$ cat src/ski_pkg.sv
// Shared types, widths and constants of the servo keyframe interpolator.
// Used by the divider, the datapath, the controller and the top level.
// No dependencies.
package ski_pkg;

    localparam int NUM_SERVOS  = 3;
    localparam int NUM_TARGETS = 3;
    localparam int IDX_W       = (NUM_SERVOS > 1) ? $clog2(NUM_SERVOS) : 1;

    localparam int ANGLE_W  = 8;
    localparam int INC_W    = 9;
    localparam int STEP_W   = 9;
    localparam int COUNT_W  = 8;
    localparam int VEL_W    = 8;
    localparam int PERIOD_W = 16;
    localparam int LIMIT_W  = 8;
    localparam int DUR_W    = 16;
    localparam int MASK_W   = 3;
    localparam int SUM_W    = ANGLE_W + 2;
    localparam int SEC_W    = 9;
    localparam int MS_W     = 10;
    localparam int PROD_W   = SEC_W + MS_W;

    localparam int DIV_W     = 16;
    localparam int DIV_CNT_W = $clog2(DIV_W + 1);

    localparam int CFG_W     = 16;
    localparam int CFG_IDX_W = 2;

    localparam int IN_W   = 48;
    localparam int OUT_W  = 40;
    localparam int USER_W = 2;

    localparam int MASK_LSB  = 0;
    localparam int LEFT_LSB  = MASK_LSB + MASK_W;
    localparam int RIGHT_LSB = LEFT_LSB + ANGLE_W;
    localparam int HEAD_LSB  = RIGHT_LSB + ANGLE_W;
    localparam int DUR_LSB   = HEAD_LSB + ANGLE_W;

    localparam int USER_HIB   = 0;
    localparam int USER_TAKEN = 1;

    localparam logic [ANGLE_W-1:0]  MAX_ANGLE    = 8'd180;
    localparam logic [ANGLE_W-1:0]  HOME_ANGLE   = 8'd90;
    localparam logic [MS_W-1:0]     MS_PER_S     = 10'd1000;
    localparam logic [VEL_W-1:0]    VEL_RESET    = 8'd60;
    localparam logic [PERIOD_W-1:0] PERIOD_RESET = 16'd100;
    localparam logic [LIMIT_W-1:0]  LIMIT_RESET  = 8'd0;

    localparam logic [CFG_IDX_W-1:0] CFG_VELOCITY = 2'd0;
    localparam logic [CFG_IDX_W-1:0] CFG_PERIOD   = 2'd1;
    localparam logic [CFG_IDX_W-1:0] CFG_LIMIT    = 2'd2;

    localparam logic [1:0] DIV_SEC = 2'd0;
    localparam logic [1:0] DIV_CNT = 2'd1;
    localparam logic [1:0] DIV_INC = 2'd2;

    typedef struct packed {
        logic             capture;
        logic             set_hib;
        logic             tick_step;
        logic             take;
        logic             div_start;
        logic [1:0]       div_sel;
        logic             store_sec;
        logic             store_cnt;
        logic             store_inc;
        logic             move;
        logic             out_load;
        logic [IDX_W-1:0] idx;
    } ski_cmd_t;

    typedef struct packed {
        logic hib;
        logic plan_needed;
        logic div_busy;
        logic count_zero;
        logic out_free;
    } ski_stat_t;

    function automatic logic [ANGLE_W-1:0] sat_angle(input logic [ANGLE_W-1:0] a);
        return (a > MAX_ANGLE) ? MAX_ANGLE : a;
    endfunction

endpackage

$ cat src/ski_divider.sv
// Iterative restoring unsigned divider, one quotient bit per cycle.
// Depends on ski_pkg for its width.
module ski_divider (
    input  logic                      clk,
    input  logic                      rst_n,
    input  logic                      start,
    input  logic [ski_pkg::DIV_W-1:0] dividend,
    input  logic [ski_pkg::DIV_W-1:0] divisor,
    output logic                      busy,
    output logic [ski_pkg::DIV_W-1:0] quotient
);

    logic [ski_pkg::DIV_W-1:0]     rem_reg, rem_next;
    logic [ski_pkg::DIV_W-1:0]     quo_reg, quo_next;
    logic [ski_pkg::DIV_W-1:0]     dvs_reg, dvs_next;
    logic [ski_pkg::DIV_CNT_W-1:0] cnt_reg, cnt_next;
    logic [ski_pkg::DIV_W:0]       shifted;
    logic [ski_pkg::DIV_W:0]       trial;

    assign shifted = {rem_reg, quo_reg[ski_pkg::DIV_W-1]};
    assign trial   = shifted - {1'b0, dvs_reg};

    always_comb
    begin
        rem_next = rem_reg;
        quo_next = quo_reg;
        dvs_next = dvs_reg;
        cnt_next = cnt_reg;
        if (start)
        begin
            rem_next = '0;
            quo_next = dividend;
            dvs_next = divisor;
            cnt_next = ski_pkg::DIV_CNT_W'(ski_pkg::DIV_W);
        end
        else if (cnt_reg != '0)
        begin
            if (!trial[ski_pkg::DIV_W])
            begin
                rem_next = trial[ski_pkg::DIV_W-1:0];
                quo_next = {quo_reg[ski_pkg::DIV_W-2:0], 1'b1};
            end
            else
            begin
                rem_next = shifted[ski_pkg::DIV_W-1:0];
                quo_next = {quo_reg[ski_pkg::DIV_W-2:0], 1'b0};
            end
            cnt_next = cnt_reg - 1'b1;
        end
    end

    always_ff @(posedge clk or negedge rst_n)
    begin
        if (!rst_n)
        begin
            cnt_reg <= '0;
        end
        else
        begin
            cnt_reg <= cnt_next;
        end
    end

    always_ff @(posedge clk)
    begin
        rem_reg <= rem_next;
        quo_reg <= quo_next;
        dvs_reg <= dvs_next;
    end

    assign busy     = (cnt_reg != '0);
    assign quotient = quo_reg;

endmodule

$ cat src/ski_datapath.sv
// Datapath: configuration, servo state, planning arithmetic and the result register.
// Depends on ski_pkg and instantiates ski_divider.
module ski_datapath (
    input  logic                          clk,
    input  logic                          rst_n,
    input  ski_pkg::ski_cmd_t             cmd,
    output ski_pkg::ski_stat_t            stat,
    input  logic [ski_pkg::IN_W-1:0]      s_tdata,
    output logic                          m_tvalid,
    input  logic                          m_tready,
    output logic [ski_pkg::OUT_W-1:0]     m_tdata,
    output logic [ski_pkg::USER_W-1:0]    m_tuser,
    input  logic                          cfg_we,
    input  logic [ski_pkg::CFG_IDX_W-1:0] cfg_index,
    input  logic [ski_pkg::CFG_W-1:0]     cfg_data
);

    localparam int N = ski_pkg::NUM_SERVOS;

    logic [ski_pkg::VEL_W-1:0]    vel_reg, vel_next;
    logic [ski_pkg::PERIOD_W-1:0] period_reg, period_next;
    logic [ski_pkg::LIMIT_W-1:0]  limit_reg, limit_next;
    logic [ski_pkg::LIMIT_W-1:0]  tick_reg, tick_next;

    logic [ski_pkg::ANGLE_W-1:0]  cur_reg [N];
    logic [ski_pkg::ANGLE_W-1:0]  cur_next [N];
    logic [ski_pkg::ANGLE_W-1:0]  goal_reg [N];
    logic [ski_pkg::ANGLE_W-1:0]  goal_next [N];
    logic [ski_pkg::INC_W-1:0]    inc_reg [N];
    logic [ski_pkg::INC_W-1:0]    inc_next [N];
    logic [ski_pkg::ANGLE_W-1:0]  given_goal [N];
    logic [ski_pkg::ANGLE_W-1:0]  moved [N];

    logic [ski_pkg::STEP_W-1:0]   steps_reg, steps_next;
    logic [ski_pkg::DUR_W-1:0]    held_reg, held_next;
    logic [ski_pkg::DIV_W-1:0]    longest_reg, longest_next;
    logic [ski_pkg::COUNT_W-1:0]  count_reg, count_next;
    logic                         hib_reg, hib_next;
    logic                         taken_reg, taken_next;
    logic [ski_pkg::DUR_W-1:0]    sleep_reg, sleep_next;
    logic                         m_tvalid_reg, m_tvalid_next;

    logic [ski_pkg::MASK_W-1:0]   mask_reg;
    logic [ski_pkg::ANGLE_W-1:0]  tgt_reg [ski_pkg::NUM_TARGETS];
    logic [ski_pkg::DUR_W-1:0]    dur_reg;

    logic [ski_pkg::ANGLE_W-1:0]  out_angle_reg [ski_pkg::NUM_TARGETS];
    logic [ski_pkg::ANGLE_W-1:0]  out_angle [ski_pkg::NUM_TARGETS];
    logic [ski_pkg::DUR_W-1:0]    out_sleep_reg;
    logic                         out_hib_reg;
    logic                         out_taken_reg;

    logic [ski_pkg::VEL_W-1:0]    vel_eff;
    logic [ski_pkg::PERIOD_W-1:0] period_eff;
    logic [ski_pkg::ANGLE_W-1:0]  sel_goal;
    logic [ski_pkg::ANGLE_W-1:0]  sel_cur;
    logic                         sel_neg;
    logic [ski_pkg::ANGLE_W-1:0]  sel_diff;
    logic [ski_pkg::DIV_W-1:0]    div_dividend;
    logic [ski_pkg::DIV_W-1:0]    div_divisor;
    logic                         div_busy;
    logic [ski_pkg::DIV_W-1:0]    div_quo;
    logic [ski_pkg::SEC_W-1:0]    quo_small;
    logic [ski_pkg::PROD_W-1:0]   sec_ms;
    logic [ski_pkg::DIV_W-1:0]    move_ms;
    logic                         last_step;

    ski_divider u_div (
        .clk      (clk),
        .rst_n    (rst_n),
        .start    (cmd.div_start),
        .dividend (div_dividend),
        .divisor  (div_divisor),
        .busy     (div_busy),
        .quotient (div_quo)
    );

    assign vel_eff    = (vel_reg == '0) ? ski_pkg::VEL_W'(1) : vel_reg;
    assign period_eff = (period_reg == '0) ? ski_pkg::PERIOD_W'(1) : period_reg;

    assign sel_goal = goal_reg[cmd.idx];
    assign sel_cur  = cur_reg[cmd.idx];
    assign sel_neg  = (sel_goal < sel_cur);
    assign sel_diff = sel_neg ? (sel_cur - sel_goal) : (sel_goal - sel_cur);

    always_comb
    begin
        unique case (cmd.div_sel)
            ski_pkg::DIV_SEC:
            begin
                div_dividend = ski_pkg::DIV_W'(sel_diff) + ski_pkg::DIV_W'(vel_eff)
                               - ski_pkg::DIV_W'(1);
                div_divisor  = ski_pkg::DIV_W'(vel_eff);
            end
            ski_pkg::DIV_CNT:
            begin
                div_dividend = longest_reg;
                div_divisor  = period_eff;
            end
            ski_pkg::DIV_INC:
            begin
                div_dividend = ski_pkg::DIV_W'(sel_diff)
                               + (sel_neg ? (ski_pkg::DIV_W'(count_reg) - ski_pkg::DIV_W'(1))
                                          : ski_pkg::DIV_W'(0));
                div_divisor  = ski_pkg::DIV_W'(count_reg);
            end
            default:
            begin
                div_dividend = longest_reg;
                div_divisor  = period_eff;
            end
        endcase
    end

    assign quo_small = div_quo[ski_pkg::SEC_W-1:0];
    assign sec_ms    = ski_pkg::PROD_W'(quo_small) * ski_pkg::PROD_W'(ski_pkg::MS_PER_S);
    assign move_ms   = sec_ms[ski_pkg::DIV_W-1:0];
    assign last_step = (steps_reg == ski_pkg::STEP_W'(1));

    for (genvar i = 0; i < N; i++)
    begin : g_servo
        logic signed [ski_pkg::SUM_W-1:0] sum;

        if (i < ski_pkg::NUM_TARGETS)
        begin : g_given
            assign given_goal[i] = mask_reg[i] ? ski_pkg::sat_angle(tgt_reg[i]) : cur_reg[i];
        end
        else
        begin : g_fixed
            assign given_goal[i] = cur_reg[i];
        end

        assign sum = $signed({2'b00, cur_reg[i]})
                     + $signed({inc_reg[i][ski_pkg::INC_W-1], inc_reg[i]});

        always_comb
        begin
            if (sum < 0)
            begin
                moved[i] = '0;
            end
            else if (sum > $signed(ski_pkg::SUM_W'(ski_pkg::MAX_ANGLE)))
            begin
                moved[i] = ski_pkg::MAX_ANGLE;
            end
            else
            begin
                moved[i] = sum[ski_pkg::ANGLE_W-1:0];
            end
        end
    end

    for (genvar k = 0; k < ski_pkg::NUM_TARGETS; k++)
    begin : g_out
        if (k < N)
        begin : g_present
            assign out_angle[k] = cur_reg[k];
        end
        else
        begin : g_absent
            assign out_angle[k] = '0;
        end
    end

    always_comb
    begin
        vel_next      = vel_reg;
        period_next   = period_reg;
        limit_next    = limit_reg;
        tick_next     = tick_reg;
        cur_next      = cur_reg;
        goal_next     = goal_reg;
        inc_next      = inc_reg;
        steps_next    = steps_reg;
        held_next     = held_reg;
        longest_next  = longest_reg;
        count_next    = count_reg;
        hib_next      = hib_reg;
        taken_next    = taken_reg;
        sleep_next    = sleep_reg;
        m_tvalid_next = m_tvalid_reg;

        if (cfg_we)
        begin
            unique case (cfg_index)
                ski_pkg::CFG_VELOCITY:
                begin
                    vel_next = cfg_data[ski_pkg::VEL_W-1:0];
                end
                ski_pkg::CFG_PERIOD:
                begin
                    period_next = cfg_data[ski_pkg::PERIOD_W-1:0];
                end
                ski_pkg::CFG_LIMIT:
                begin
                    limit_next = cfg_data[ski_pkg::LIMIT_W-1:0];
                    tick_next  = '0;
                end
                default:
                begin
                end
            endcase
        end

        if (cmd.capture)
        begin
            hib_next   = 1'b0;
            taken_next = 1'b0;
            sleep_next = '0;
        end

        if (cmd.set_hib)
        begin
            hib_next = 1'b1;
        end

        if (cmd.tick_step && (limit_reg != '0))
        begin
            tick_next = tick_reg + 1'b1;
        end

        if (cmd.take)
        begin
            goal_next    = given_goal;
            held_next    = dur_reg;
            longest_next = '0;
            taken_next   = 1'b1;
        end

        if (cmd.store_sec && (move_ms > longest_reg))
        begin
            longest_next = move_ms;
        end

        if (cmd.store_cnt)
        begin
            count_next = div_quo[ski_pkg::COUNT_W-1:0];
            steps_next = ski_pkg::STEP_W'(div_quo[ski_pkg::COUNT_W-1:0]) + 1'b1;
        end

        if (cmd.store_inc)
        begin
            inc_next[cmd.idx] = sel_neg ? (ski_pkg::INC_W'(0) - quo_small) : quo_small;
        end

        if (cmd.move)
        begin
            for (int i = 0; i < N; i++)
            begin
                cur_next[i] = last_step ? goal_reg[i] : moved[i];
            end
            steps_next = steps_reg - 1'b1;
            sleep_next = last_step ? held_reg : '0;
        end

        if (cmd.out_load)
        begin
            m_tvalid_next = 1'b1;
        end
        else if (m_tready)
        begin
            m_tvalid_next = 1'b0;
        end
    end

    always_ff @(posedge clk or negedge rst_n)
    begin
        if (!rst_n)
        begin
            vel_reg      <= ski_pkg::VEL_RESET;
            period_reg   <= ski_pkg::PERIOD_RESET;
            limit_reg    <= ski_pkg::LIMIT_RESET;
            tick_reg     <= '0;
            for (int i = 0; i < N; i++)
            begin
                cur_reg[i]  <= ski_pkg::HOME_ANGLE;
                goal_reg[i] <= ski_pkg::HOME_ANGLE;
                inc_reg[i]  <= '0;
            end
            steps_reg    <= '0;
            held_reg     <= '0;
            longest_reg  <= '0;
            count_reg    <= '0;
            hib_reg      <= 1'b0;
            taken_reg    <= 1'b0;
            sleep_reg    <= '0;
            m_tvalid_reg <= 1'b0;
        end
        else
        begin
            vel_reg      <= vel_next;
            period_reg   <= period_next;
            limit_reg    <= limit_next;
            tick_reg     <= tick_next;
            cur_reg      <= cur_next;
            goal_reg     <= goal_next;
            inc_reg      <= inc_next;
            steps_reg    <= steps_next;
            held_reg     <= held_next;
            longest_reg  <= longest_next;
            count_reg    <= count_next;
            hib_reg      <= hib_next;
            taken_reg    <= taken_next;
            sleep_reg    <= sleep_next;
            m_tvalid_reg <= m_tvalid_next;
        end
    end

    always_ff @(posedge clk)
    begin
        if (cmd.capture)
        begin
            mask_reg   <= s_tdata[ski_pkg::MASK_LSB +: ski_pkg::MASK_W];
            tgt_reg[0] <= s_tdata[ski_pkg::LEFT_LSB +: ski_pkg::ANGLE_W];
            tgt_reg[1] <= s_tdata[ski_pkg::RIGHT_LSB +: ski_pkg::ANGLE_W];
            tgt_reg[2] <= s_tdata[ski_pkg::HEAD_LSB +: ski_pkg::ANGLE_W];
            dur_reg    <= s_tdata[ski_pkg::DUR_LSB +: ski_pkg::DUR_W];
        end
        if (cmd.out_load)
        begin
            out_angle_reg <= out_angle;
            out_sleep_reg <= sleep_reg;
            out_hib_reg   <= hib_reg;
            out_taken_reg <= taken_reg;
        end
    end

    assign stat.hib         = (limit_reg != '0) && (tick_reg == limit_reg);
    assign stat.plan_needed = (steps_reg == '0);
    assign stat.div_busy    = div_busy;
    assign stat.count_zero  = (count_reg == '0);
    assign stat.out_free    = !m_tvalid_reg || m_tready;

    assign m_tvalid = m_tvalid_reg;
    assign m_tdata  = {out_sleep_reg, out_angle_reg[2], out_angle_reg[1], out_angle_reg[0]};
    assign m_tuser  = {out_taken_reg, out_hib_reg};

endmodule

$ cat src/ski_controller.sv
// Controller state machine that sequences one tick through the datapath.
// Depends on ski_pkg for the command and status structs.
module ski_controller (
    input  logic               clk,
    input  logic               rst_n,
    input  logic               s_tvalid,
    output logic               s_tready,
    input  ski_pkg::ski_stat_t stat,
    output ski_pkg::ski_cmd_t  cmd
);

    localparam logic [3:0] S_IDLE      = 4'd0;
    localparam logic [3:0] S_CHECK     = 4'd1;
    localparam logic [3:0] S_SEC_GO    = 4'd2;
    localparam logic [3:0] S_SEC_WAIT  = 4'd3;
    localparam logic [3:0] S_CNT_GO    = 4'd4;
    localparam logic [3:0] S_CNT_WAIT  = 4'd5;
    localparam logic [3:0] S_CNT_CHECK = 4'd6;
    localparam logic [3:0] S_INC_GO    = 4'd7;
    localparam logic [3:0] S_INC_WAIT  = 4'd8;
    localparam logic [3:0] S_MOVE      = 4'd9;
    localparam logic [3:0] S_EMIT      = 4'd10;

    localparam logic [ski_pkg::IDX_W-1:0] LAST_IDX = ski_pkg::IDX_W'(ski_pkg::NUM_SERVOS - 1);

    logic [3:0]                state_reg, state_next;
    logic [ski_pkg::IDX_W-1:0] idx_reg, idx_next;

    always_comb
    begin
        state_next = state_reg;
        idx_next   = idx_reg;
        cmd        = '0;
        cmd.idx    = idx_reg;
        s_tready   = 1'b0;

        unique case (state_reg)
            S_IDLE:
            begin
                s_tready = 1'b1;
                if (s_tvalid)
                begin
                    cmd.capture = 1'b1;
                    state_next  = S_CHECK;
                end
            end
            S_CHECK:
            begin
                if (stat.hib)
                begin
                    cmd.set_hib = 1'b1;
                    state_next  = S_EMIT;
                end
                else
                begin
                    cmd.tick_step = 1'b1;
                    if (stat.plan_needed)
                    begin
                        cmd.take   = 1'b1;
                        idx_next   = '0;
                        state_next = S_SEC_GO;
                    end
                    else
                    begin
                        state_next = S_MOVE;
                    end
                end
            end
            S_SEC_GO:
            begin
                cmd.div_start = 1'b1;
                cmd.div_sel   = ski_pkg::DIV_SEC;
                state_next    = S_SEC_WAIT;
            end
            S_SEC_WAIT:
            begin
                if (!stat.div_busy)
                begin
                    cmd.store_sec = 1'b1;
                    if (idx_reg == LAST_IDX)
                    begin
                        state_next = S_CNT_GO;
                    end
                    else
                    begin
                        idx_next   = idx_reg + 1'b1;
                        state_next = S_SEC_GO;
                    end
                end
            end
            S_CNT_GO:
            begin
                cmd.div_start = 1'b1;
                cmd.div_sel   = ski_pkg::DIV_CNT;
                state_next    = S_CNT_WAIT;
            end
            S_CNT_WAIT:
            begin
                if (!stat.div_busy)
                begin
                    cmd.store_cnt = 1'b1;
                    state_next    = S_CNT_CHECK;
                end
            end
            S_CNT_CHECK:
            begin
                if (stat.count_zero)
                begin
                    state_next = S_MOVE;
                end
                else
                begin
                    idx_next   = '0;
                    state_next = S_INC_GO;
                end
            end
            S_INC_GO:
            begin
                cmd.div_start = 1'b1;
                cmd.div_sel   = ski_pkg::DIV_INC;
                state_next    = S_INC_WAIT;
            end
            S_INC_WAIT:
            begin
                cmd.div_sel = ski_pkg::DIV_INC;
                if (!stat.div_busy)
                begin
                    cmd.store_inc = 1'b1;
                    if (idx_reg == LAST_IDX)
                    begin
                        state_next = S_MOVE;
                    end
                    else
                    begin
                        idx_next   = idx_reg + 1'b1;
                        state_next = S_INC_GO;
                    end
                end
            end
            S_MOVE:
            begin
                cmd.move   = 1'b1;
                state_next = S_EMIT;
            end
            S_EMIT:
            begin
                if (stat.out_free)
                begin
                    cmd.out_load = 1'b1;
                    state_next   = S_IDLE;
                end
            end
            default:
            begin
                state_next = S_IDLE;
            end
        endcase
    end

    always_ff @(posedge clk or negedge rst_n)
    begin
        if (!rst_n)
        begin
            state_reg <= S_IDLE;
            idx_reg   <= '0;
        end
        else
        begin
            state_reg <= state_next;
            idx_reg   <= idx_next;
        end
    end

endmodule

$ cat src/servo_keyframe_interpolator.sv
// Top level of the servo keyframe interpolator.
// Depends on ski_pkg and instantiates ski_controller and ski_datapath.
//
// Each request on the input stream is one tick and produces exactly one result. A tick
// that continues a keyframe already in progress passes through the check, move and
// emit states to the result register. A tick that takes a new keyframe plans the move
// with one shared 16-bit divider that yields one quotient bit per cycle: three
// move-time divisions, one sub-step count division and, when the count is not zero,
// three increment divisions. One tick is in work at a time; the next request is
// accepted while the previous result still waits on the output.
module servo_keyframe_interpolator (
    input  logic                          clk,
    input  logic                          rst_n,
    input  logic                          s_tvalid,
    output logic                          s_tready,
    // given_mask[2:0], target_left[10:3], target_right[18:11], target_head[26:19],
    // frame_duration_ms[42:27], zero fill above.
    input  logic [ski_pkg::IN_W-1:0]      s_tdata,
    output logic                          m_tvalid,
    input  logic                          m_tready,
    // angle_left[7:0], angle_right[15:8], angle_head[23:16], sleep_ms[39:24].
    output logic [ski_pkg::OUT_W-1:0]     m_tdata,
    // hibernated[0], frame_taken[1].
    output logic [ski_pkg::USER_W-1:0]    m_tuser,
    input  logic                          cfg_we,
    input  logic [ski_pkg::CFG_IDX_W-1:0] cfg_index,
    input  logic [ski_pkg::CFG_W-1:0]     cfg_data
);

    ski_pkg::ski_cmd_t  cmd;
    ski_pkg::ski_stat_t stat;

    ski_controller u_ctrl (
        .clk      (clk),
        .rst_n    (rst_n),
        .s_tvalid (s_tvalid),
        .s_tready (s_tready),
        .stat     (stat),
        .cmd      (cmd)
    );

    ski_datapath u_dp (
        .clk       (clk),
        .rst_n     (rst_n),
        .cmd       (cmd),
        .stat      (stat),
        .s_tdata   (s_tdata),
        .m_tvalid  (m_tvalid),
        .m_tready  (m_tready),
        .m_tdata   (m_tdata),
        .m_tuser   (m_tuser),
        .cfg_we    (cfg_we),
        .cfg_index (cfg_index),
        .cfg_data  (cfg_data)
    );

endmodule
$ cat config.mk
export PLATFORM = sky130hd
export DESIGN_NAME = servo_keyframe_interpolator
export DESIGN_NICKNAME = d
export VERILOG_FILES = /design/src/ski_pkg.sv /design/src/ski_divider.sv /design/src/ski_datapath.sv /design/src/ski_controller.sv /design/src/servo_keyframe_interpolator.sv
export SDC_FILE = /design/constraint.sdc
export NUM_CORES = 1
export LEC_CHECK = 0
export ABC_AREA = 1
export BUFFER_PORTS_ARGS = -buffer_cell sky130_fd_sc_hd__buf_2
export CORE_ASPECT_RATIO = 0.75
export CORE_MARGIN = 10
export CORE_UTILIZATION = 67
export CTS_CLUSTER_DIAMETER = 50
export DETAILED_ROUTE_END_ITERATION = 16
export PLACE_DENSITY_LB_ADDON = 0.2
export SETUP_SLACK_MARGIN = 0.5
export SYNTH_ARGS = -nofsm -noshare
export SYNTH_HDL_FRONTEND = slang
export SYNTH_SLANG_ARGS = --single-unit
$ cat constraint.sdc
create_clock -name clk -period 8.1 [get_ports clk]
set_input_delay 0.405 -clock clk [delete_from_list [all_inputs] [get_ports clk]]
set_output_delay 0.405 -clock clk [all_outputs]
set_load 0.02 [all_outputs]
==> results.toml <==
[outcome]
status = "completed"

[critical_path]
crit_path_start_kind = "flip-flop"
end_kind = "flip-flop"
cp_max_fo = 22
required_ns = 8.51
worstPathArrival_ns = 6.69
path_class = "flip-flop to flip-flop"

[clock_network]
insertion_delay_ns = 0.53
numCtsBuffers = 35
cts_sinks = 324
cts_tree = "yes"
cts_root_buffer = "clkbuf_16"
clk_path_buf_depth = 3
cts_resized = 0
ctsHtreeMaxLevel = 2
clk_pin_slew_ns = 0.06

[yosys]
ys.flop_type = "dfrtp_1"
synth_cells = 2346
async_flop_share_pct = 58.95
avgSynthCellArea_sq_um = 8.416
synth.lib_cells_used.distinct = 64
synthesis.area_sq_mm = 0.01974
ys_ff_latch = 324
synth_nets = 2576
ys_seq_area_share_pct = 43.82
synth-edff-count = 117
ys_warn_count = 0

[detailed_routing]
remaining_drc_errors = 0
wl_um = 53260
drtAntennaViolNets = 0
wire_per_inst_um = 18.69
drt-vias-per-instance = 5.836
dr.pass1.iters = 5
drt_iter0_drc = 1874
vias = 16632

[die]
initial_utilization_pct = 67.96
die_width_um = 218.2
rows = 54
dieHeight_um = 168.7
ios = 115
die_area_sq_mm = 0.03681
core_region_area_sq_mm = 0.02905

[timing]
setup_viol_count_final = 0
finalClockSkew_ns = 0.02117
hold_violations = 0
worst-slew-pin-transition_ns = 1.268
fin_crit_ns = 6.272
relSlewSlack_pct = 15.45
drv_slew = 0
max_freq_mhz = 159.4
finalCritPeriodShare_pct = 77.43
finalSetupTns_ns = 0
rsz0062_at_grt = "false"

[grt]
grt_pass1_wl_um = 84460
grt_max_degree = 73
overflow = 0
antenna_found_initial = 0
grt_pass1_vias = 15778
grt_use_total_pct = 28.61

[final_layout]
layout_commonest_cell = "nand2_1"
final_nets = 2664
area_growth_pct = 9.639
antennaDiodeCount = 0
fillers = 2161
largest_register_ffs = 27
layout-drive-gt1-share_pct = 11.07
layout_common_cells = "nand2_1 (441), inv_1 (370), o21ai_0 (218), nor2_1 (173), dfrtp_1 (160)"

[worst_hold_path]
hp-class = "input port to flip-flop"

[place]
place_congestion = 0.9557
io_buffers = 109
hpwl_um = 39890

[run]
cap_violations = 0
==> cells in the mapped netlist, drive strengths merged, types with 3 or more instances <==
cell type  count  area, sq um
o21ai        235         1180
a22oi          3        22.52
xnor2         25        226.5
nor3          17        95.09
a31oi         10        62.56
nor4          11        90.08
o211ai         9        72.57
inv          382         1434
nand4         21        131.4
o221ai         6        52.55
nand3b        20        150.1
nand2        460         1799
edfxtp       117         3513
a211oi         6        50.05
nor2         184        723.2
a21oi        141        716.9
o21a          18        135.1
a31o           4        35.03
ha           128         1602
fa            31        620.6
nand3        131        675.7
xor2          52        470.5
or2           10        62.57
o311ai         3        26.28
a21o           4        30.03
clkbuf        37        140.1
dfrtp        160         4004
o22ai         25        156.4
dfxtp         16        320.3
dfstp         31        814.5
buf           33        219.0
o21bai         6        45.04
==> stage by stage <==
stage	utilization [%]	area (sq um)	setup slack, ns	hold slack [ns]	std cells
3_5_place_dp	70.67	20530	2.058	0.3946	2788
5_1_grt	74.51	21650	1.302	0.03778	2850
2_1_floorplan	-	19740	2.976	0.1094	2346
3_3_place_gp	70.67	20530	2.236	0.3866	2788
4_1_cts	74.51	21650	1.953	0.03268	2850
6_report	74.51	21650	1.828	0.05162	2850
==> kinds of logic (layout without fill, tap and decap cells) <==
kind of cell | after synthesis | in the layout | synth area share [%]
flip-flops | 324 | 324 | 43.82
XOR/XNOR | 77 | 77 | 3.530
buffers and inverters | 454 | 566 | 9.119
AO/OA/AOI/OAI | 474 | 474 | 13.26
adder cells (fa/ha/maj) | 159 | 159 | 11.25
AND/OR/NAND/NOR | 858 | 858 | 19.01
==> metal layers <==
| metal | share of wire [%] | global-route usage, % | vias up |
|---|---|---|---|
| li1 | - | - | 7862 |
| met1 | 46 | 43.58 | 7951 |
| met2 | 42 | 40.84 | 744 |
| met3 | 11 | 6.359 | 75 |
| met4 | 1.6 | 5.813 | 0 |
| met5 | 0 | 0 | - |
==> timing repair <==
action	in CTS	in global routing
hold buffers	1	0
buffers inserted	0	0
endpoints found under the hold margin	44	0
==> critical path, cell delays in order, from the launching register on <==
cell,delay (ns)
edfxtp_1,0.53
clkinv_1,0.48
ha_1,0.53
ha_1,0.30
inv_1,0.05
fa_1,0.53
inv_1,0.06
fa_1,0.47
ha_1,0.38
nand2_1,0.07
o21ai_0,0.37
a21oi_1,0.15
o21bai_1,0.18
xor2_1,0.24
inv_1,0.07
ha_1,0.27
nand2_1,0.08
nor4_1,0.29
nand4_1,0.11
nand2_1,0.10
nor2_2,0.07
nand2_1,0.52
nand3_1,0.17
o21ai_0,0.12
==> path summary, 6_finish.rpt <==
kind                                        start              endpoint  slack [ns]  depth (start not counted)
setup / recovery           u_dp.u_div.quotient[0]  u_dp.longest_reg[12]        1.83                         23
min in group asynchronous                   rst_n  u_dp.longest_reg[10]        0.43                          2
setup reg to reg           u_dp.u_div.quotient[0]  u_dp.longest_reg[12]        1.83                         23
hold reg to reg                  u_dp.dur_reg[15]     u_dp.held_reg[15]        0.44                          2
hold / removal                        s_tdata[39]      u_dp.dur_reg[12]        0.05                          1
max in group asynchronous                   rst_n     u_dp.steps_reg[7]        6.37                          3
==> layout make-up <==
class | instances | area, sq um | area share (%)
Multi-Input combinational cell | 1568 | 9311 | 43.01
Sequential cell | 324 | 8652 | 39.97
Inverter | 384 | 1441 | 6.659
Clock buffer | 48 | 954.7 | 4.410
Timing Repair Buffer | 121 | 646.9 | 2.988
Tap cell | 392 | 490.5 | 2.266
Clock inverter | 13 | 150.1 | 0.6936
Power is left out: the tool's default activity adds up to more than one toggle a clock period on the data nets, which glitch-free logic cannot reach.
